`src/cau_pkg.sv`:
```
// Shared types, constants and helpers for the complex arithmetic unit.
package cau_pkg;

    localparam int DATA_WIDTH = 16;
    localparam int FRAC_BITS  = 8;
    localparam int MODE_W     = 3;
    localparam int STATUS_W   = 2;
    localparam int PROD_W     = 2 * DATA_WIDTH;
    localparam int SUM_W      = 2 * DATA_WIDTH + 1;
    localparam int QUO_W      = DATA_WIDTH + 1;
    localparam int REM_W      = SUM_W + FRAC_BITS + QUO_W;
    localparam int QCNT       = 2;

    localparam logic [MODE_W-1:0] MODE_ADD  = 3'd0;
    localparam logic [MODE_W-1:0] MODE_SUB  = 3'd1;
    localparam logic [MODE_W-1:0] MODE_MUL  = 3'd2;
    localparam logic [MODE_W-1:0] MODE_DIV  = 3'd3;
    localparam logic [MODE_W-1:0] MODE_CONJ = 3'd4;
    localparam logic [MODE_W-1:0] MODE_NEG  = 3'd5;

    localparam logic [STATUS_W-1:0] ST_OK   = 2'd0;
    localparam logic [STATUS_W-1:0] ST_SAT  = 2'd1;
    localparam logic [STATUS_W-1:0] ST_DIVZ = 2'd2;

    typedef enum logic [2:0] {
        OP_ADD,
        OP_SUB,
        OP_MUL,
        OP_DIV,
        OP_CONJ,
        OP_NEG,
        OP_NONE,
        OP_DIVZ
    } op_t;

    typedef struct packed {
        op_t                           op;
        logic signed [DATA_WIDTH-1:0]  a_re;
        logic signed [DATA_WIDTH-1:0]  a_im;
        logic signed [DATA_WIDTH-1:0]  b_re;
        logic signed [DATA_WIDTH-1:0]  b_im;
    } item_t;

    typedef struct packed {
        logic signed [DATA_WIDTH-1:0] val;
        logic                         sat;
    } clip_t;

    function automatic clip_t sat_clip(input logic signed [SUM_W-1:0] v);
        clip_t                   r;
        logic signed [SUM_W-1:0] hi;
        logic signed [SUM_W-1:0] lo;
        hi = {{(SUM_W-DATA_WIDTH+1){1'b0}}, {(DATA_WIDTH-1){1'b1}}};
        lo = ~hi;
        r.sat = 1'b0;
        r.val = v[DATA_WIDTH-1:0];
        if (v > hi)
        begin
            r.val = hi[DATA_WIDTH-1:0];
            r.sat = 1'b1;
        end
        if (v < lo)
        begin
            r.val = lo[DATA_WIDTH-1:0];
            r.sat = 1'b1;
        end
        return r;
    endfunction

endpackage

```
`src/cau_queue.sv`:
```
// Two-entry queue between the front end and the execution pipeline.
module cau_queue (
    input  logic           clk,
    input  logic           rst_n,
    input  logic           push,
    input  cau_pkg::item_t push_item,
    output logic           full,
    input  logic           pop,
    output logic           q_valid,
    output cau_pkg::item_t q_item
);

    cau_pkg::item_t mem_reg [cau_pkg::QCNT];
    logic [1:0]     cnt_reg;
    logic [1:0]     cnt_next;
    logic           wptr_reg;
    logic           rptr_reg;
    logic           do_pop;

    assign full    = (cnt_reg == 2'(cau_pkg::QCNT));
    assign q_valid = (cnt_reg != 2'd0);
    assign q_item  = mem_reg[rptr_reg];
    assign do_pop  = pop && q_valid;

    always_comb
    begin
        cnt_next = cnt_reg;
        if (push && !do_pop)
        begin
            cnt_next = cnt_reg + 2'd1;
        end
        else if (!push && do_pop)
        begin
            cnt_next = cnt_reg - 2'd1;
        end
    end

    always_ff @(posedge clk or negedge rst_n)
    begin
        if (!rst_n)
        begin
            cnt_reg  <= 2'd0;
            wptr_reg <= 1'b0;
            rptr_reg <= 1'b0;
        end
        else
        begin
            cnt_reg <= cnt_next;
            if (push)
            begin
                wptr_reg <= !wptr_reg;
            end
            if (do_pop)
            begin
                rptr_reg <= !rptr_reg;
            end
        end
    end

    always_ff @(posedge clk)
    begin
        if (push)
        begin
            mem_reg[wptr_reg] <= push_item;
        end
    end

endmodule

```
`config.mk`:
```
export PLATFORM = sky130hd
export DESIGN_NAME = cau_queue
export DESIGN_NICKNAME = d
export VERILOG_FILES = /design/src/cau_pkg.sv /design/src/cau_queue.sv
export SDC_FILE = /design/constraint.sdc
export NUM_CORES = 1
export LEC_CHECK = 0
export BUFFER_PORTS_ARGS = -buffer_cell sky130_fd_sc_hd__buf_2
export CAP_MARGIN = 20
export CORE_ASPECT_RATIO = 0.8
export CORE_MARGIN = 10
export CORE_UTILIZATION = 47
export DETAILED_ROUTE_END_ITERATION = 16
export PLACE_DENSITY = 0.74
export REMOVE_ABC_BUFFERS = 1
export SETUP_SLACK_MARGIN = 0.15
export SYNTH_ARGS = -nofsm -noshare
export SYNTH_HDL_FRONTEND = slang
export SYNTH_SLANG_ARGS = --single-unit
```
`constraint.sdc`:
```
create_clock -name clk -period 3.6 [get_ports clk]
set_input_delay 0.36 -clock clk [delete_from_list [all_inputs] [get_ports clk]]
set_output_delay 0.36 -clock clk [all_outputs]
set_load 0.01 [all_outputs]
```
==> impl_results.md <==
- Critical path's slowest cell: dfrtp_4
- Post-synthesis sequential area ratio: 0.8063
- Worst EP required: 3.24 ns
- Sw frac: 0.2690
- Initial core utilization: 0.4896
- GR peak layer: met2
- HPWL after detailed placement: roughly 6.5 mm
- Design area: approximately 6600 um2
- Die area: around 15000 um2
- DR WL/cell: around 18 um
- Slew @ Worst Pin: 1.035 ns
- Cts repair resizes: 0
- Reg power frac: 0.438
- Crit path max fanout: a little under 70
- Number of fill cells: between 700 and 800
- Vias in the first global route: between 2000 and 3000
- CP Capture Type: output port
- Outcome: complete, no violations
- Fin. Hold Viols: 0
- Slew Viols, Final: 0
- Top Family by Delay on Critical Path: flip-flops
- H-tree Lvls: 4
- Synth unique cells: 15
- Post-Route Utilization: 0.6285
- Total number of vias: between 2000 and 3000
- Total wire length: roughly 9.6 mm
- Worst VDD drop: approximately 0.00050 V
- 1st-pass router iterations: 4
- DRT antenna net count: 0
- DRC: 0
- Leakage power: ~2.6 nW
- Final #Nets: between 400 and 500
- Sink Count: 138
- Setup_tns: 0 ns
- Met1 usage: 0.1469
- Setup-failing EPs final: 0
- Die Y: 113.3 um
- Core area: approximately 10000 um2
- Int Power: about 4.0 mW
- Met2 usage in global routing: 0.1822
- P&R area growth vs syn: 28.35%
- WS Path Type: flop to output port
- FF/Latch Area: a little over 4000 um2
- Io pins: 140
- Post-Syn Area: 5115 um2
- CTS max path bufs: 2
- Skew final: 0.005712 ns
- Gate Count Post-Synth: approximately 230
- Hold_ws: 0.1431 ns
- Grt met3 use: 0.07427
- Slew Limit Headroom: 0.3100
- Crit path buffers/inverters: 1
- Seq cells post-synth: 138
- Gate power share: 0.240
- Tmin final: 2.490 ns
- Maxcap violations: 0
- Clk slew on worst S/H paths: around 0.060 ns
- Die width: ~140 um
- CTS tree: done
- Gr usage total: 0.1240
- DR iter-0 viols: 160
- Max reg flops: 134
- # port buffers: about 140
- Gr ovfl total: 0
- Row count: 33
- Largest net degree at the start of global routing: slightly below 70
- CP max stage delay: 1.11 ns
- Clock power frac: 0.322
- Num CTS Buffers: 17
- NetSw: 1.462 mW
- Crit path cell chain: mux2_2, buf_2
- Number of antenna violations at the first check in global routing: 0
- Pwr Density: 828.0 nW/um2
- Global-route wire length before repair: between 10 and 15 mm
- Fmax: between 0.4 and 0.5 GHz
- Final RePlAce weighted congestion: 0.7266
- Tcrit/Tclk final: 0.6917
- Worst Hold Class: primary input to flop
- Post-DP Area: about 6000 um2
- Share of post-route cells with drive strength above 1: 0.6240
- Via-to-Cell Ratio: ~4.8
- Unrepaired setup endpoints after global routing: no
- Antenna cells: 0
- Avg Cell Area, Syn: 22.73 um2
- CP Data Arrival Time: about 2.1 ns
- Footprint of the multi-input gates: roughly 930 um2
- Warnings, synthesis: 0
- Root buffer cell: clkbuf_16
- Worst skew pair latency: 0.40 ns
- CP startpoint kind: flop
## cell type report
class,instances,area share
sequential,138,0.6287
tap,140,0.02668
clock buffer,20,0.07109
timing repair buffer,142,0.1098
clock inverter,12,0.02230
multi-input combinational,79,0.1414
## power by group through the flow
stage / clock, mW / combinational, mW / sequential [mW]
floorplan: 0 / 0.864 / 2.36
CTS: 1.78 / 1.34 / 2.39
detailed placement: 0 / 1.33 / 2.42
finish: 1.75 / 1.31 / 2.38
global placement: 0 / 1.33 / 2.41
global route: 1.86 / 1.42 / 2.43
## path summary, 6_finish.rpt
kind / startpoint / to / slack (ns) / cells past startpoint
hold / removal: push_item[35] / mem_reg[0][35]$_DFFE_PP_ / 0.14 / 1
max in group asynchronous: rst_n / rptr_reg$_DFFE_PN0P_ / 3.18 / 2
hold reg to reg: cnt_reg[1]$_DFFE_PN0P_ / cnt_reg[1]$_DFFE_PN0P_ / 0.47 / 1
min in group asynchronous: rst_n / wptr_reg$_DFFE_PN0P_ / 0.29 / 2
setup / recovery: rptr_reg$_DFFE_PN0P_ / q_item[19] / 1.11 / 2
setup reg to reg: wptr_reg$_DFFE_PN0P_ / mem_reg[0][19]$_DFFE_PP_ / 1.69 / 2
## routing by layer
layer / vias up / share of wire
li1: 1198 / -
met1: 1208 / 0.42
met2: 109 / 0.44
met3: 9 / 0.13
met4: 0 / 0.0064
met5: - / 0
## what timing repair did
item | 4_1_cts | 5_1_grt
buffers inserted | 0 | 0
hold endpoints to repair | 4 | 0
hold buffers | 1 | 0
## Yosys cell counts, drive strengths merged
library cell / number / area share
ha: 1 / 0.0024
nor2: 1 / 0.00073
dfrtp: 4 / 0.020
mux2: 67 / 0.16
and2: 1 / 0.0012
xnor2: 2 / 0.0034
xor2: 3 / 0.0051
nor2b: 2 / 0.0024
nand2: 1 / 0.00073
or2: 1 / 0.0012
edfxtp: 134 / 0.79
buf: 8 / 0.014
## cell usage in the layout (no fill, tap or decap), drive strengths merged
master / count
clkinvlp: 3
xnor2: 2
mux2: 67
clkbuf: 20
bufinv: 3
and2: 1
buf: 141
nor2b: 2
dfrtp: 4
dlygate4sd3: 1
nor2: 1
edfxtp: 134
ha: 1
xor2: 3
nand2: 1
clkinv: 6
or2: 1
## kinds of logic (layout without fill, tap and decap cells)
logic type | after synthesis | in the layout | synth area share
buf+inv | 8 | 174 | 0.01419
mux | 67 | 67 | 0.1622
fa+ha+maj | 1 | 1 | 0.002446
flops | 138 | 138 | 0.8063
xor+xnor | 5 | 5 | 0.008563
simple gates | 6 | 6 | 0.006360
## stage by stage
| stage | setup WS, ns | power [mW] | std cells |
|---|---|---|---|
| finish | 1.110 | 5.436 | 531 |
| global route | 0.9963 | 5.709 | 531 |
| CTS | 1.073 | 5.518 | 531 |
| detailed placement | 1.516 | 3.756 | 498 |
| global placement | 1.530 | 3.733 | 498 |
| floorplan | -0.2794 | 3.228 | 217 |
Power figures use the tool's default switching activity.
