<file path="src/cau_pkg.sv">
// Shared types, constants and helpers for the complex arithmetic unit.
package cau_pkg;

    localparam int DATA_WIDTH = 16;
    localparam int FRAC_BITS  = 8;
    localparam int MODE_W     = 3;
    localparam int STATUS_W   = 2;
    localparam int PROD_W     = 2 * DATA_WIDTH;
    localparam int SUM_W      = 2 * DATA_WIDTH + 1;
    localparam int QUO_W      = DATA_WIDTH + 1;
    localparam int REM_W      = SUM_W + FRAC_BITS + QUO_W;
    localparam int QCNT       = 2;

    localparam logic [MODE_W-1:0] MODE_ADD  = 3'd0;
    localparam logic [MODE_W-1:0] MODE_SUB  = 3'd1;
    localparam logic [MODE_W-1:0] MODE_MUL  = 3'd2;
    localparam logic [MODE_W-1:0] MODE_DIV  = 3'd3;
    localparam logic [MODE_W-1:0] MODE_CONJ = 3'd4;
    localparam logic [MODE_W-1:0] MODE_NEG  = 3'd5;

    localparam logic [STATUS_W-1:0] ST_OK   = 2'd0;
    localparam logic [STATUS_W-1:0] ST_SAT  = 2'd1;
    localparam logic [STATUS_W-1:0] ST_DIVZ = 2'd2;

    typedef enum logic [2:0] {
        OP_ADD,
        OP_SUB,
        OP_MUL,
        OP_DIV,
        OP_CONJ,
        OP_NEG,
        OP_NONE,
        OP_DIVZ
    } op_t;

    typedef struct packed {
        op_t                           op;
        logic signed [DATA_WIDTH-1:0]  a_re;
        logic signed [DATA_WIDTH-1:0]  a_im;
        logic signed [DATA_WIDTH-1:0]  b_re;
        logic signed [DATA_WIDTH-1:0]  b_im;
    } item_t;

    typedef struct packed {
        logic signed [DATA_WIDTH-1:0] val;
        logic                         sat;
    } clip_t;

    function automatic clip_t sat_clip(input logic signed [SUM_W-1:0] v);
        clip_t                   r;
        logic signed [SUM_W-1:0] hi;
        logic signed [SUM_W-1:0] lo;
        hi = {{(SUM_W-DATA_WIDTH+1){1'b0}}, {(DATA_WIDTH-1){1'b1}}};
        lo = ~hi;
        r.sat = 1'b0;
        r.val = v[DATA_WIDTH-1:0];
        if (v > hi)
        begin
            r.val = hi[DATA_WIDTH-1:0];
            r.sat = 1'b1;
        end
        if (v < lo)
        begin
            r.val = lo[DATA_WIDTH-1:0];
            r.sat = 1'b1;
        end
        return r;
    endfunction

endpackage

</file>
<file path="src/cau_front.sv">
// Front end: input beat register and operation classification.
module cau_front (
    input  logic                               clk,
    input  logic                               rst_n,
    input  logic                               in_valid,
    output logic                               in_ready,
    input  logic [cau_pkg::MODE_W-1:0]         mode,
    input  logic signed [cau_pkg::DATA_WIDTH-1:0] a_re,
    input  logic signed [cau_pkg::DATA_WIDTH-1:0] a_im,
    input  logic signed [cau_pkg::DATA_WIDTH-1:0] b_re,
    input  logic signed [cau_pkg::DATA_WIDTH-1:0] b_im,
    output logic                               push,
    output cau_pkg::item_t                     push_item,
    input  logic                               q_full
);

    logic           valid_reg;
    logic           valid_next;
    cau_pkg::item_t item_reg;
    cau_pkg::op_t   op_cls;
    logic           take;

    always_comb
    begin
        case (mode)
            cau_pkg::MODE_ADD:  op_cls = cau_pkg::OP_ADD;
            cau_pkg::MODE_SUB:  op_cls = cau_pkg::OP_SUB;
            cau_pkg::MODE_MUL:  op_cls = cau_pkg::OP_MUL;
            cau_pkg::MODE_DIV:  op_cls = (b_re == '0 && b_im == '0) ?
                                         cau_pkg::OP_DIVZ : cau_pkg::OP_DIV;
            cau_pkg::MODE_CONJ: op_cls = cau_pkg::OP_CONJ;
            cau_pkg::MODE_NEG:  op_cls = cau_pkg::OP_NEG;
            default:            op_cls = cau_pkg::OP_NONE;
        endcase
    end

    assign push      = valid_reg && !q_full;
    assign push_item = item_reg;
    assign in_ready  = !valid_reg || push;
    assign take      = in_valid && in_ready;

    always_comb
    begin
        valid_next = valid_reg;
        if (push)
        begin
            valid_next = 1'b0;
        end
        if (take)
        begin
            valid_next = 1'b1;
        end
    end

    always_ff @(posedge clk or negedge rst_n)
    begin
        if (!rst_n)
        begin
            valid_reg <= 1'b0;
        end
        else
        begin
            valid_reg <= valid_next;
        end
    end

    always_ff @(posedge clk)
    begin
        if (take)
        begin
            item_reg.op   <= op_cls;
            item_reg.a_re <= a_re;
            item_reg.a_im <= a_im;
            item_reg.b_re <= b_re;
            item_reg.b_im <= b_im;
        end
    end

endmodule

</file>
<file path="config.mk">
export PLATFORM = sky130hd
export DESIGN_NAME = cau_front
export DESIGN_NICKNAME = d
export VERILOG_FILES = /design/src/cau_pkg.sv /design/src/cau_front.sv
export SDC_FILE = /design/constraint.sdc
export NUM_CORES = 1
export LEC_CHECK = 0
export ABC_AREA = 1
export BUFFER_PORTS_ARGS = -buffer_cell sky130_fd_sc_hd__buf_2
export CAP_MARGIN = 20
export CORE_MARGIN = 3
export CORE_UTILIZATION = 41
export DETAILED_ROUTE_END_ITERATION = 8
export GPL_ROUTABILITY_DRIVEN = 0
export GPL_TIMING_DRIVEN = 1
export PLACE_DENSITY = 0.78
export SLEW_MARGIN = 20
export SYNTH_ARGS = -nofsm -noshare
export SYNTH_HDL_FRONTEND = slang
export SYNTH_SLANG_ARGS = --single-unit
</file>
<file path="constraint.sdc">
create_clock -name clk -period 4.9 [get_ports clk]
set_input_delay 0.735 -clock clk [delete_from_list [all_inputs] [get_ports clk]]
set_output_delay 0.735 -clock clk [all_outputs]
set_load 0.005 [all_outputs]
</file>
==> flow_metrics.tcl, run 1 <==
set metrics [dict create \
    status "finished, final reports clean" \
    grt_max_degree 42 \
    r2r-start "valid_reg" \
    worst-setup-path-type "input pin to flop" \
    rsz0062_at_grt "no" \
    r2r_cells 2 \
    drv_slew 0 \
    antenna_cells 0 \
    numPortBuffers 139 \
    arrival_ns 2.13 \
    ff_latch_area_um2 2040 \
    power.density_nw_per_um2 372 \
    relSlewSlack_pct 42.6 \
    cts.sinks 68 \
    overflow 0 \
    worstPathCellList "buf_2 -> a21oi_4 -> buf_4" \
    first_global_vias 1508 \
    netlist-cell-type-count 11 \
    leakagePower_nw 1.37 \
    antenna_found_initial 0 \
    fp.dieArea_um2 6270 \
    tightestPinTransition_ns 0.860 \
    yosys.area.top_type "edfxtp_1" \
    hold_viol 0 \
    fin_tns_setup_ns 0 \
    critPathLaunchType "input pin" \
    netlist.area_leader.share_pct 91.6 \
    clk_latency_ns 0.31 \
    cts_root_buf "clkbuf_8" \
    postSynthCellCount 105 \
    mostFrequentLayoutCell "buf_2" \
    grt_pass1_wl_um 7220 \
    critPathMaxStageDelay_ns 0.68 \
    design_area_um2 3170 \
    grt_usage_pct 15.7 \
    synth_area_um2 2200 \
    multi_input_comb_area_um2 156 \
    n_fill_cell 424 \
    fp.coreArea_um2 5140 \
    path_clk_slew_ns 0.07 \
    critPathRequiredTime_ns 4.85 \
    post_cts_buffers 0 \
    reg2reg_slack_ns 2.84 \
    vias 1450 \
    fin_crit_ns 2.18 \
    rows 26 \
    avgSynthCellArea_um2 20.9 \
    critPathSlowestCell "a21oi_4" \
    synth_nets 176 \
    syn_to_final_growth_pct 44.1 \
    ant_nets 0 \
    max_freq_ghz 0.460 \
    hp-class "input pin to async pin" \
    post_drt_wl_per_cell_um 14.4 \
    regToRegEndpoint "push_item[36]" \
    detail_route.vias_per_cell 4.42 \
    layout_common_cells "buf_2, edfxtp_1, nor2_1" \
    endpoint_kind "flop" \
    routed_wl_um 4710 \
    critPathBufInv 2 \
    power.total_w 0.00118 \
    critPathLaunch "q_full" \
    layout.nets 326 \
    die_w_um 79.2 \
    placed_cell_area_um2 3000 \
    htreeDepth 3 \
    ys_ff_latch 68 \
    ctsHoldBuffers 0 \
    final_util_pct 61.6 \
    timing.hold.ws_ns 0.179 \
    drv_cap 0 \
    cts_tree "yes" \
    fin_crit_sh_pct 44.4 \
    synth_top_cells_by_area "edfxtp_1, nor2_1, nand2_1" \
    skew_ns 0.00863 \
    start_util_pct 42.7 \
    largest_reg_flops 67 \
    hpwl_um 3760 \
    cts_resized 0 \
    die_h_um 79.2 \
    cp_max_fo 41 \
    setup_viol 0 \
    drt_iter0_markers 75 \
    seq_area_frac_synth_pct 92.7 \
    yosysWarnings 0 \
    dr.pass1.iters 3 \
    cp_top_family "buffers and inverters" \
    cts_buffers 9 \
    io_pins 140 \
    clockBufferDepth 2 \
    ir_worst_vdd_mv 0.335 \
    drive_gt1_share_pct 59.3 \
    drc 0 \
]
[per-layer routing]
layer | part of all wire [%] | GRT usage (%) | vias to the layer above
met5 | 0 | 0 | -
met4 | 2.2 | 9.11 | 0
met3 | 7.6 | 3.17 | 8
met2 | 55 | 28.0 | 73
met1 | 35 | 17.1 | 680
li1 | - | - | 689
[worst max-delay path by stage]
stage	to	cells past startpoint
floorplan	push_item[0]	2
global placement	push_item[46]	3
detailed placement	push_item[38]	3
CTS	push_item[38]	3
global route	push_item[37]	3
finish	push_item[36]	3
[report_power, final]
group / switching, W / internal [W] / leakage [nW]
Clock: 0.000178 / 0.000225 / 0.0871
Combinational: 0.0000450 / 0.0000424 / 0.631
Sequential: 0.00000756 / 0.000678 / 0.649
Total: 0.000231 / 0.000946 / 1.37
[per-stage QoR]
step	setup WS [ns]	std cells
global placement	2.45	314
finish	2.72	328
global route	2.60	328
detailed placement	2.38	314
floorplan	0.359	105
CTS	2.72	328
[cells in the mapped netlist, drive strengths merged]
cell type,number
a21boi,1
a21oi,1
and2,1
clkbuf,1
dfrtp,1
edfxtp,67
inv,3
nand2,7
nand4,3
nor2,20
[kinds of logic after synthesis]
group                  Yosys count  synth area share, %
flip-flops                      68                 92.7
buffers and inverters            4                0.683
AO/OA/AOI/OAI                    2                0.569
AND/OR/NAND/NOR                 31                 6.04
[worst reg2reg max path: stages (launching register included)]
cell and delay (ns):
dfrtp_1 0.42, a21oi_4 0.70, buf_4 0.57
[cell type report]
type | count | area share [%]
sequential | 68 | 64.3
timing repair buffer | 140 | 22.2
multi-input combinational | 33 | 4.94
clock buffer | 10 | 4.03
tap | 70 | 2.77
clock inverter | 4 | 1.34
inverter | 3 | 0.356
(Power assumes the default switching activity.)
==> run 2, diff against run 1 <==
- CORE_UTILIZATION: 41 -> 37
- PLACE_DENSITY: 0.78 -> 0.74
- clock period: 4.9 -> 1.8 ns (I/O delays scaled with it)
==> flow_metrics.tcl, run 2 (synthesis results as in run 1) <==
set metrics [dict create \
    overflow 0 \
    critPathRequiredTime_ns 1.79 \
    detail_route.vias_per_cell 4.32 \
    die_w_um 83.1 \
    grt_usage_pct 15.3 \
    htreeDepth 3 \
    ant_nets 0 \
    vias 1435 \
    drt_iter0_markers 71 \
    status "finished, final reports clean" \
    mostFrequentLayoutCell "buf_2" \
    layout_common_cells "buf_2, edfxtp_1, nor2_1" \
    largest_reg_flops 67 \
    r2r_cells 2 \
    final_util_pct 57.2 \
    drive_gt1_share_pct 60.0 \
    hpwl_um 3910 \
    drv_cap 0 \
    fin_crit_sh_pct 72.1 \
    combPwrFrac_pct 7.3 \
    worstPathCellList "a21oi_4 -> buf_12" \
    skew_ns 0.00417 \
    cts_buffers 9 \
    switching_share_pct 19.6 \
    cts_root_buf "clkbuf_8" \
    first_global_vias 1457 \
    p_clk_share_pct 37.9 \
    rows 27 \
    path_clk_slew_ns 0.07 \
    critPathLaunch "valid_reg" \
    hp-class "input pin to flop" \
    fp.dieArea_um2 6900 \
    multi_input_comb_area_um2 156 \
    hold_viol 0 \
    critPathLaunchType "flop" \
    drc 0 \
    grt_max_degree 68 \
    clockBufferDepth 2 \
    antenna_cells 0 \
    setup_viol 0 \
    endpoint_kind "flop" \
    antenna_found_initial 0 \
    cellInternalPower_w 0.00273 \
    cts.sinks 68 \
    design_area_um2 3230 \
    layout.nets 327 \
    whs_endpoint "push_item[49]" \
    tightestPinTransition_ns 0.343 \
    p_seq_share_pct 54.8 \
    post_drt_wl_per_cell_um 15.4 \
    n_fill_cell 456 \
    fin_crit_ns 1.30 \
    regToRegEndpoint "push_item[59]" \
    worstHoldStart "a_re[1]" \
    min_path_cells 1 \
    drv_slew 0 \
    r2r-start "valid_reg" \
    power.density_nw_per_um2 1050 \
    placed_cell_area_um2 3010 \
    arrival_ns 1.29 \
    routed_wl_um 5110 \
    fp.coreArea_um2 5640 \
    cts_tree "yes" \
    grt_pass1_wl_um 7800 \
    clk_latency_ns 0.32 \
    reg2reg_slack_ns 0.50 \
    dr.pass1.iters 4 \
    cp_max_fo 67 \
    rsz0062_at_grt "no" \
    io_pins 140 \
    relSlewSlack_pct 77.2 \
    syn_to_final_growth_pct 46.8 \
    ir_worst_vdd_mv 0.518 \
    fin_tns_setup_ns 0 \
    post_cts_buffers 0 \
    ff_latch_area_um2 2040 \
    leakagePower_nw 1.39 \
    critPathSlowestCell "dfrtp_1" \
    critPathMaxStageDelay_ns 0.43 \
    start_util_pct 38.9 \
    die_h_um 83.1 \
    numPortBuffers 139 \
    p_sw_w 0.000667 \
    worst-setup-path-type "flop to flop" \
    max_freq_ghz 0.771 \
]
[run 2: cell types whose count changed in the layout (fill, tap and decap cells not counted), sizes merged]
cell         before  now
clkinvlp          0    1
bufinv            1    2
clkinv            3    2
dlygate4sd3       0    1
[run 2: timing repair]
action                                 in CTS  in global routing
hold buffers                                1                  0
endpoints found under the hold margin       1                  0
gates resized for setup                     0                  0
[run 2: how the worst max path moves through the flow]
stage / endpoint / cells after the start / slack [ns]
after floorplan: push_item[0] / 1 / -0.17
after global placement: push_item[50] / 2 / 0.54
after detailed placement: push_item[32] / 2 / 0.52
after CTS: push_item[47] / 2 / 0.51
after global routing: push_item[47] / 2 / 0.47
final: push_item[59] / 2 / 0.50
[run 2: critical path: cells and delay by family (launching register included)]
family | cells | cell delay, ns
compound gates | 1 | 0.18
buf+inv | 1 | 0.32
flops | 1 | 0.43
[run 2: layer usage]
layer | routed length (um) | vias to the layer above | global-route usage [%]
met5 | 0 | - | 0
met4 | 106 | 0 | 8.02
met3 | 482 | 9 | 6.75
met2 | 2460 | 87 | 24.7
met1 | 2060 | 645 | 17.1
li1 | - | 694 | -
[run 2: per-stage QoR]
stage | cells | worst slack, ns | hold slack [ns] | total power, W
after global routing | 332 | 0.469 | 0.0855 | 0.00356
after global placement | 316 | 0.544 | 0.0453 | 0.00214
final | 332 | 0.502 | 0.114 | 0.00340
after floorplan | 105 | -0.172 | -0.0256 | 0.00196
after detailed placement | 316 | 0.522 | 0.0499 | 0.00215
after CTS | 332 | 0.509 | 0.0926 | 0.00345
[run 2: cell type report]
type / count / share of cell area, %
Timing Repair Buffer: 141 / 22.5
Multi-Input combinational cell: 33 / 4.85
Clock buffer: 10 / 3.96
Clock inverter: 5 / 2.40
Tap cell: 72 / 2.79
Sequential cell: 68 / 63.1
Inverter: 3 / 0.349
[run 2: power by group through the flow]
stage | clock network [W] | registers, W | logic [W]
CTS | 0.00133 | 0.00187 | 0.000253
global route | 0.00142 | 0.00187 | 0.000274
global placement | 0 | 0.00190 | 0.000244
detailed placement | 0 | 0.00190 | 0.000251
floorplan | 0 | 0.00192 | 0.0000457
finish | 0.00129 | 0.00186 | 0.000247
==> run 3, diff against run 2 <==
- ABC_AREA: 1 -> 0
- clock period: 1.8 -> 1.1 ns (I/O delays scaled with it)
==> flow_metrics.tcl, run 3 <==
set metrics [dict create \
    mostFrequentLayoutCell "buf_2" \
    fin_crit_ns 1.17 \
    critPathMaxStageDelay_ns 0.39 \
    drv_cap 0 \
    layout.nets 328 \
    p_clk_share_pct 31.3 \
    max_freq_ghz 0.855 \
    cts_tree "yes" \
    avgSynthCellArea_um2 25.1 \
    power.density_nw_per_um2 1530 \
    antenna_cells 0 \
    endpoint_kind "flop" \
    ir_worst_vdd_mv 0.838 \
    die_w_um 82.4 \
    setup_viol 69 \
    drv_slew 0 \
    drive_gt1_share_pct 59.2 \
    violations "negative setup slack" \
    vias 1461 \
    grt_usage_pct 14.1 \
    routed-wl-met2_um 2530 \
    design_area_um2 3350 \
    top_layer_used "met4" \
    synth_area_um2 2160 \
    overflow 0 \
    yosysWarnings 0 \
    postSynthCellCount 86 \
    synth_edf_count 67 \
    timing.hold.ws_ns 0.0215 \
    post_cts_buffers 0 \
    stdcell_count 334 \
    dr.pass1.iters 4 \
    grt_max_degree 35 \
    cp_top_family "flip-flops" \
    met1Wirelength_um 1690 \
    ys_ff_latch 68 \
    io_pins 140 \
    synth_nets 157 \
    cts.sinks 68 \
    critPathLaunchType "flop" \
    synthTopCellsByCount "edfxtp_1, nor4_1" \
    clk_latency_ns 0.32 \
    yosys.area.top_type "edfxtp_1" \
    synth_ff_type "edfxtp_1" \
    first_global_vias 1502 \
    leakagePower_nw 1.42 \
    rsz0062_at_grt "yes" \
    critPathSlowestCell "dfrtp_1" \
    n_fill_cell 475 \
    detail_route.vias_per_cell 4.37 \
    syn_to_final_growth_pct 54.9 \
    netlist.area_leader.share_pct 93.2 \
    cts_root_buf "clkbuf_8" \
    drt_iter0_markers 35 \
    wl_met3_um 446 \
    worst-setup-path-type "flop to flop" \
    numPortBuffers 139 \
    p_seq_share_pct 59.6 \
    hp-class "input pin to flop" \
    post_drt_wl_per_cell_um 14.2 \
    fin_crit_sh_pct 106 \
    cp_max_fo 34 \
    die_h_um 82.4 \
    placed_cells 299 \
    yosysMostFrequentCell "edfxtp_1" \
    drc 0 \
    relSlewSlack_pct 79.4 \
    worstPathCellList "nand2_2 -> and2_4 -> buf_12" \
    tightestPinTransition_ns 0.305 \
    fp.coreArea_um2 5570 \
    final_util_pct 60.0 \
    cellInternalPower_w 0.00407 \
    path_clk_slew_ns 0.06 \
    hold_viol 0 \
    setup_slack_ns -0.0699 \
    start_util_pct 38.7 \
    p_sw_w 0.00104 \
    switching_share_pct 20.4 \
    routed_wl_um 4740 \
    synth_top_cells_by_area "edfxtp_1, nor4_1, dfrtp_1" \
    netlist-cell-type-count 15 \
    arrival_ns 1.19 \
    clockBufferDepth 2 \
    critPathBufInv 1 \
    placed_cell_area_um2 2990 \
    grt_pass1_wl_um 6830 \
    rows 27 \
    layout_common_cells "buf_2, edfxtp_1, dlygate4sd3_1" \
    combPwrFrac_pct 9.1 \
    async_reset_ff_share_pct 1.47 \
    critPathRequiredTime_ns 1.12 \
    skew_ns 0.00475 \
    power.total_w 0.00511 \
    fp.dieArea_um2 6790 \
    antenna_found_initial 0 \
    largest_reg_flops 67 \
    status "complete, but fails checks" \
    cts_buffers 9 \
    multi_input_comb_area_um2 124 \
    htreeDepth 3 \
    ant_nets 0 \
    ff_latch_area_um2 2040 \
    seq_area_frac_synth_pct 94.3 \
]
==> run 3: cell count changes after synthesis, sizes merged, moves of 3 or more <==
cell,previous run,this run
nor2,20,1
nor4,0,7
nand2,7,1
inv,3,0
nand4,3,0
==> run 3: timing repair <==
item / 4_1_cts / 5_1_grt
resized for setup: 2 / 0
hold buffers: 17 / 2
gates cloned: 0 / 0
endpoints found under the hold margin: 17 / 2
setup endpoints to repair: 69 / 69
pin swaps: 1 / 0
==> run 3: stage by stage <==
| step | setup slack [ns] | TNS, ns |
|---|---|---|
| after floorplan | -0.284 | -19.04 |
| after global placement | -0.0775 | -0.677 |
| after detailed placement | -0.0836 | -2.41 |
| after CTS | -0.0750 | -4.68 |
| after global routing | -0.106 | -6.55 |
| final | -0.0699 | -4.20 |
==> run 3: cell families (layout without fill, tap and decap cells) <==
| kind of cell | count (synthesis) | count (layout) | synth area share [%] |
|---|---|---|---|
| compound gates | 2 | 2 | 0.811 |
| simple gates | 15 | 15 | 4.69 |
| flops | 68 | 68 | 94.3 |
| buf+inv | 1 | 177 | 0.174 |
==> run 3: final timing paths <==
kind / from / end / slack (ns) / cells past startpoint
min in group asynchronous: rst_n / valid_reg / 0.15 / 2
worst min-delay path: a_re[7] / push_item[55] / 0.02 / 1
worst max-delay path: valid_reg / push_item[47] / -0.07 / 3
worst max register to register: valid_reg / push_item[47] / -0.07 / 3
max in group asynchronous: rst_n / valid_reg / 0.87 / 2
worst min register to register: valid_reg / valid_reg / 0.63 / 3
==> run 3: metal layers <==
layer	up-vias	track usage (%)
met3	9	4.99
met1	677	14.5
met4	0	8.47
met5	-	0
li1	697	-
met2	78	24.4
==> run 3: layout make-up <==
type                    instances  share of cell area, %
multi-input cells              17                   3.70
flip-flops and latches         68                   60.9
repair buffers                161                   28.2
clock buffers                  12                   4.04
clock inverters                 4                  0.486
well taps                      72                   2.69
==> run 3: power by group through the flow <==
stage,clock (W),sequential (W),combinational (W)
finish,0.00160,0.00305,0.000463
global placement,0,0.00310,0.000404
global route,0.00180,0.00306,0.000512
CTS,0.00167,0.00305,0.000466
detailed placement,0,0.00310,0.000411
floorplan,0,0.00313,0.0000660
